<file path="src/hw/rtl/kps_pkg.sv">
package kps_pkg;

  localparam int STATE_DIM  = 4;
  localparam int COMPONENTS = 2;
  localparam int IDX_W      = 2;
  localparam int COMP_W     = 1;
  localparam int DATA_W     = 32;
  localparam int FRAC_W     = 16;
  localparam int ACC_W      = 72;

  localparam logic [2:0] OP_LOAD_F   = 3'd0;
  localparam logic [2:0] OP_LOAD_Q   = 3'd1;
  localparam logic [2:0] OP_LOAD_X   = 3'd2;
  localparam logic [2:0] OP_LOAD_P   = 3'd3;
  localparam logic [2:0] OP_RUN      = 3'd4;

  typedef logic signed [DATA_W-1:0] word_t;

  // One slot of the MAC chain: running sum plus the operand pairs still to go.
  typedef struct packed {
    logic                                vld;
    logic signed [ACC_W-1:0]             acc;
    logic [STATE_DIM-1:0][DATA_W-1:0]    a;
    logic [STATE_DIM-1:0][DATA_W-1:0]    b;
  } mac_bus_t;

endpackage

</file>
<file path="src/hw/rtl/kps_mac_cell.sv">
module kps_mac_cell (
  input  logic              clk,
  input  logic              rst_n,
  input  kps_pkg::mac_bus_t in_bus,
  output kps_pkg::mac_bus_t out_bus
);
  import kps_pkg::*;

  logic signed [2*DATA_W-1:0] prod;
  mac_bus_t                   bus_nxt;
  mac_bus_t                   bus_r;

  // consume pair 0, shift the rest down for the next cell
  always_comb begin
    prod = $signed(in_bus.a[0]) * $signed(in_bus.b[0]);
    bus_nxt.vld = in_bus.vld;
    bus_nxt.acc = in_bus.acc + {{(ACC_W-2*DATA_W){prod[2*DATA_W-1]}}, prod};
    for (int k = 0; k < STATE_DIM-1; k++) begin
      bus_nxt.a[k] = in_bus.a[k+1];
      bus_nxt.b[k] = in_bus.b[k+1];
    end
    bus_nxt.a[STATE_DIM-1] = '0;
    bus_nxt.b[STATE_DIM-1] = '0;
  end

  always_ff @(posedge clk) begin
    if (!rst_n) begin
      bus_r.vld <= 1'b0;
    end else begin
      bus_r <= bus_nxt;
    end
  end

  assign out_bus = bus_r;

endmodule

</file>
<file path="config.mk">
export PLATFORM = sky130hd
export DESIGN_NAME = kps_mac_cell
export DESIGN_NICKNAME = d
export VERILOG_FILES = /design/src/hw/rtl/kps_pkg.sv /design/src/hw/rtl/kps_mac_cell.sv
export SDC_FILE = /design/constraint.sdc
export NUM_CORES = 2
export LEC_CHECK = 0
export BUFFER_PORTS_ARGS = -buffer_cell sky130_fd_sc_hd__clkbuf_2
export CORE_ASPECT_RATIO = 1.75
export CORE_MARGIN = 2
export CORE_UTILIZATION = 55
export CTS_CLUSTER_DIAMETER = 60
export DETAILED_ROUTE_END_ITERATION = 7
export PLACE_DENSITY = 0.82
export SLEW_MARGIN = 20
export SYNTH_ARGS = -nofsm -noshare
export SYNTH_HDL_FRONTEND = slang
export SYNTH_SLANG_ARGS = --single-unit
</file>
<file path="constraint.sdc">
create_clock -name clk -period 15.4 [get_ports clk]
set_input_delay 3.85 -clock clk [delete_from_list [all_inputs] [get_ports clk]]
set_output_delay 3.85 -clock clk [all_outputs]
set_load 0.02 [all_outputs]
</file>
==> metrics <==
max_slew headroom=0.3188; Post-CTS Setup Bufs=0; gr ovfl total=0; largest net degree at the start of global routing=approximately 120; Final Hold Viols=0; Port Buf Inserts=a little under 600; io pins=660; via count of the first global-routing pass=40150; setup TNS=0 ns; Overall Global Routing Usage=0.3801; WL per Instance=around 26 um; crit path time final=14.21 ns; Fin Hold WS=3.398 ns; most frequent cells in the layout=fa_1 (1083), inv_1 (961), nand2_1 (610); RSZ-0062 raised after global routing=no; clk buf depth=3; Crit. End Element=flip-flop; crit path from=in_bus[144]; post-route setup slack=1.190 ns; hpwl dp=137700 um; Critical Path AT=14.54 ns; H-tree depth=1; Finish-stage setup viols=0; Die Wd=228.1 um; DR vias/cell=5.844; max cap viols=0; Slowest Stage Delay on Critical Path=around 0.62 ns; # fillers=7117; post-CTS sizing=0; Final #Nets=a little under 7000; Num CTS Buffers=28; share of post-route cells with drive strength above 1=0.1390; area grow syn2layout=9.710%; slowest library cell on the worst path=fa_1; Async SR Flop Fraction=0; initial core utilization=0.5560; EDFF count, synth=264; Ys Warns=0; first drt pass iteration count=8; # DRC=0; Max Transition Viols Final=0; RD Place Congestion=1.015; register area share after synthesis=0.1644; FF+latch area=7948 sq um; Mapped Cells=4724; hold_sp=in_bus[45]; Num Clock Sinks=around 270; Netlist Area Pre-Place=48350 sq um; Synth Register Bits=265; DP Worst Slack=roughly 0.8 ns; Die Y=roughly 400 um; status=finished clean; HP Class=in2reg; first-pass GRT wire length=249000 um; area occupied by multi-input gates=35690 sq um; fmax=roughly 70 MHz; CTS clk-pin slew, worst paths=0.07 ns; hold-fix buffers at CTS=0; core area=between 80000 and 90000 sq um; critical path class=in2reg; via count=37202; DRT Wirelength=167700 um; fin crit share=0.9227; antenna violations before repair=18; WP data required=15.73 ns; flip-flop count of the largest register after layout=265; CTS tree=built; Syn Area/Cell=10.23 sq um; DR iter-0 viols=~3100; worst slew pin tran=1.022 ns; clk root buf=clkbuf_16; maximum fanout along the worst path=22; cell with the most instances on the worst path=fa_1; Critical Path Start Type=input pin; Distinct cells, synth=79; commonest non-fill, non-tap cell in the layout=fa_1; die area=90390 sq um; ANT nets after route=0; row count=143; ys flop type=edfxtp_1
synth_stat cells (20+ instances only):
| master | number | area share |
|---|---|---|
| xnor2_1 | 92 | 0.017 |
| ha_1 | 257 | 0.067 |
| and3_1 | 22 | 0.0028 |
| nand2_1 | 610 | 0.047 |
| a21oi_1 | 127 | 0.013 |
| clkbuf_1 | 224 | 0.017 |
| o21ai_0 | 57 | 0.0059 |
| nor2_1 | 75 | 0.0058 |
| buf_4 | 64 | 0.0099 |
| fa_1 | 1083 | 0.45 |
| inv_1 | 961 | 0.075 |
| edfxtp_1 | 264 | 0.16 |
| and2_1 | 466 | 0.060 |
| nand3_1 | 25 | 0.0026 |
| nand4_1 | 20 | 0.0026 |
| a21o_1 | 94 | 0.015 |
| xor2_1 | 44 | 0.0080 |
path summary, 6_finish.rpt:
kind                       end  depth (start not counted)
setup / recovery  out_bus[323]                         38
hold / removal     out_bus[13]                          1
kinds of logic (layout without fill, tap and decap cells):
family	after synthesis	count (layout)	synth area share
fa+ha+maj	1340	1340	0.5149
simple gates	1296	1296	0.1323
buf+inv	1253	1662	0.1024
compound gates	432	432	0.06084
flops	265	265	0.1644
xor+xnor	137	137	0.02513
other cells	1	74	0.00007756
metrics by stage:
stage          utilization  cell area [sq um]  instances
4_1_cts             0.6097              53020       6356
5_1_grt             0.6098              53030       6361
6_report            0.6100              53040       6366
2_1_floorplan            -              48580       4787
3_5_place_dp        0.5990              52090       6304
3_3_place_gp        0.5990              52090       6304
metal layers:
metal	global-route usage	wire [um]
met1	0.3953	49850
met2	0.6270	80780
met3	0.1105	17680
met4	0.3349	19300
met5	0	102
critical path, delay by kind of cell:
kind,cells,cell delay (ns)
buf+inv,6,0.70
simple gates,10,1.92
fa+ha+maj,10,4.96
compound gates,10,2.75
xor+xnor,2,0.32
final cells by class:
cell class / instances / share of cell area
well taps: 1160 / 0.02736
diodes: 10 / 0.0004718
flip-flops and latches: 265 / 0.1498
clock buffers: 31 / 0.01342
multi-input cells: 3269 / 0.6728
clock inverters: 21 / 0.004104
inverters: 961 / 0.06801
repair buffers: 649 / 0.06397
Power is left out: the tool's default activity adds up to more than one toggle a clock period on the data nets, which glitch-free logic cannot reach.
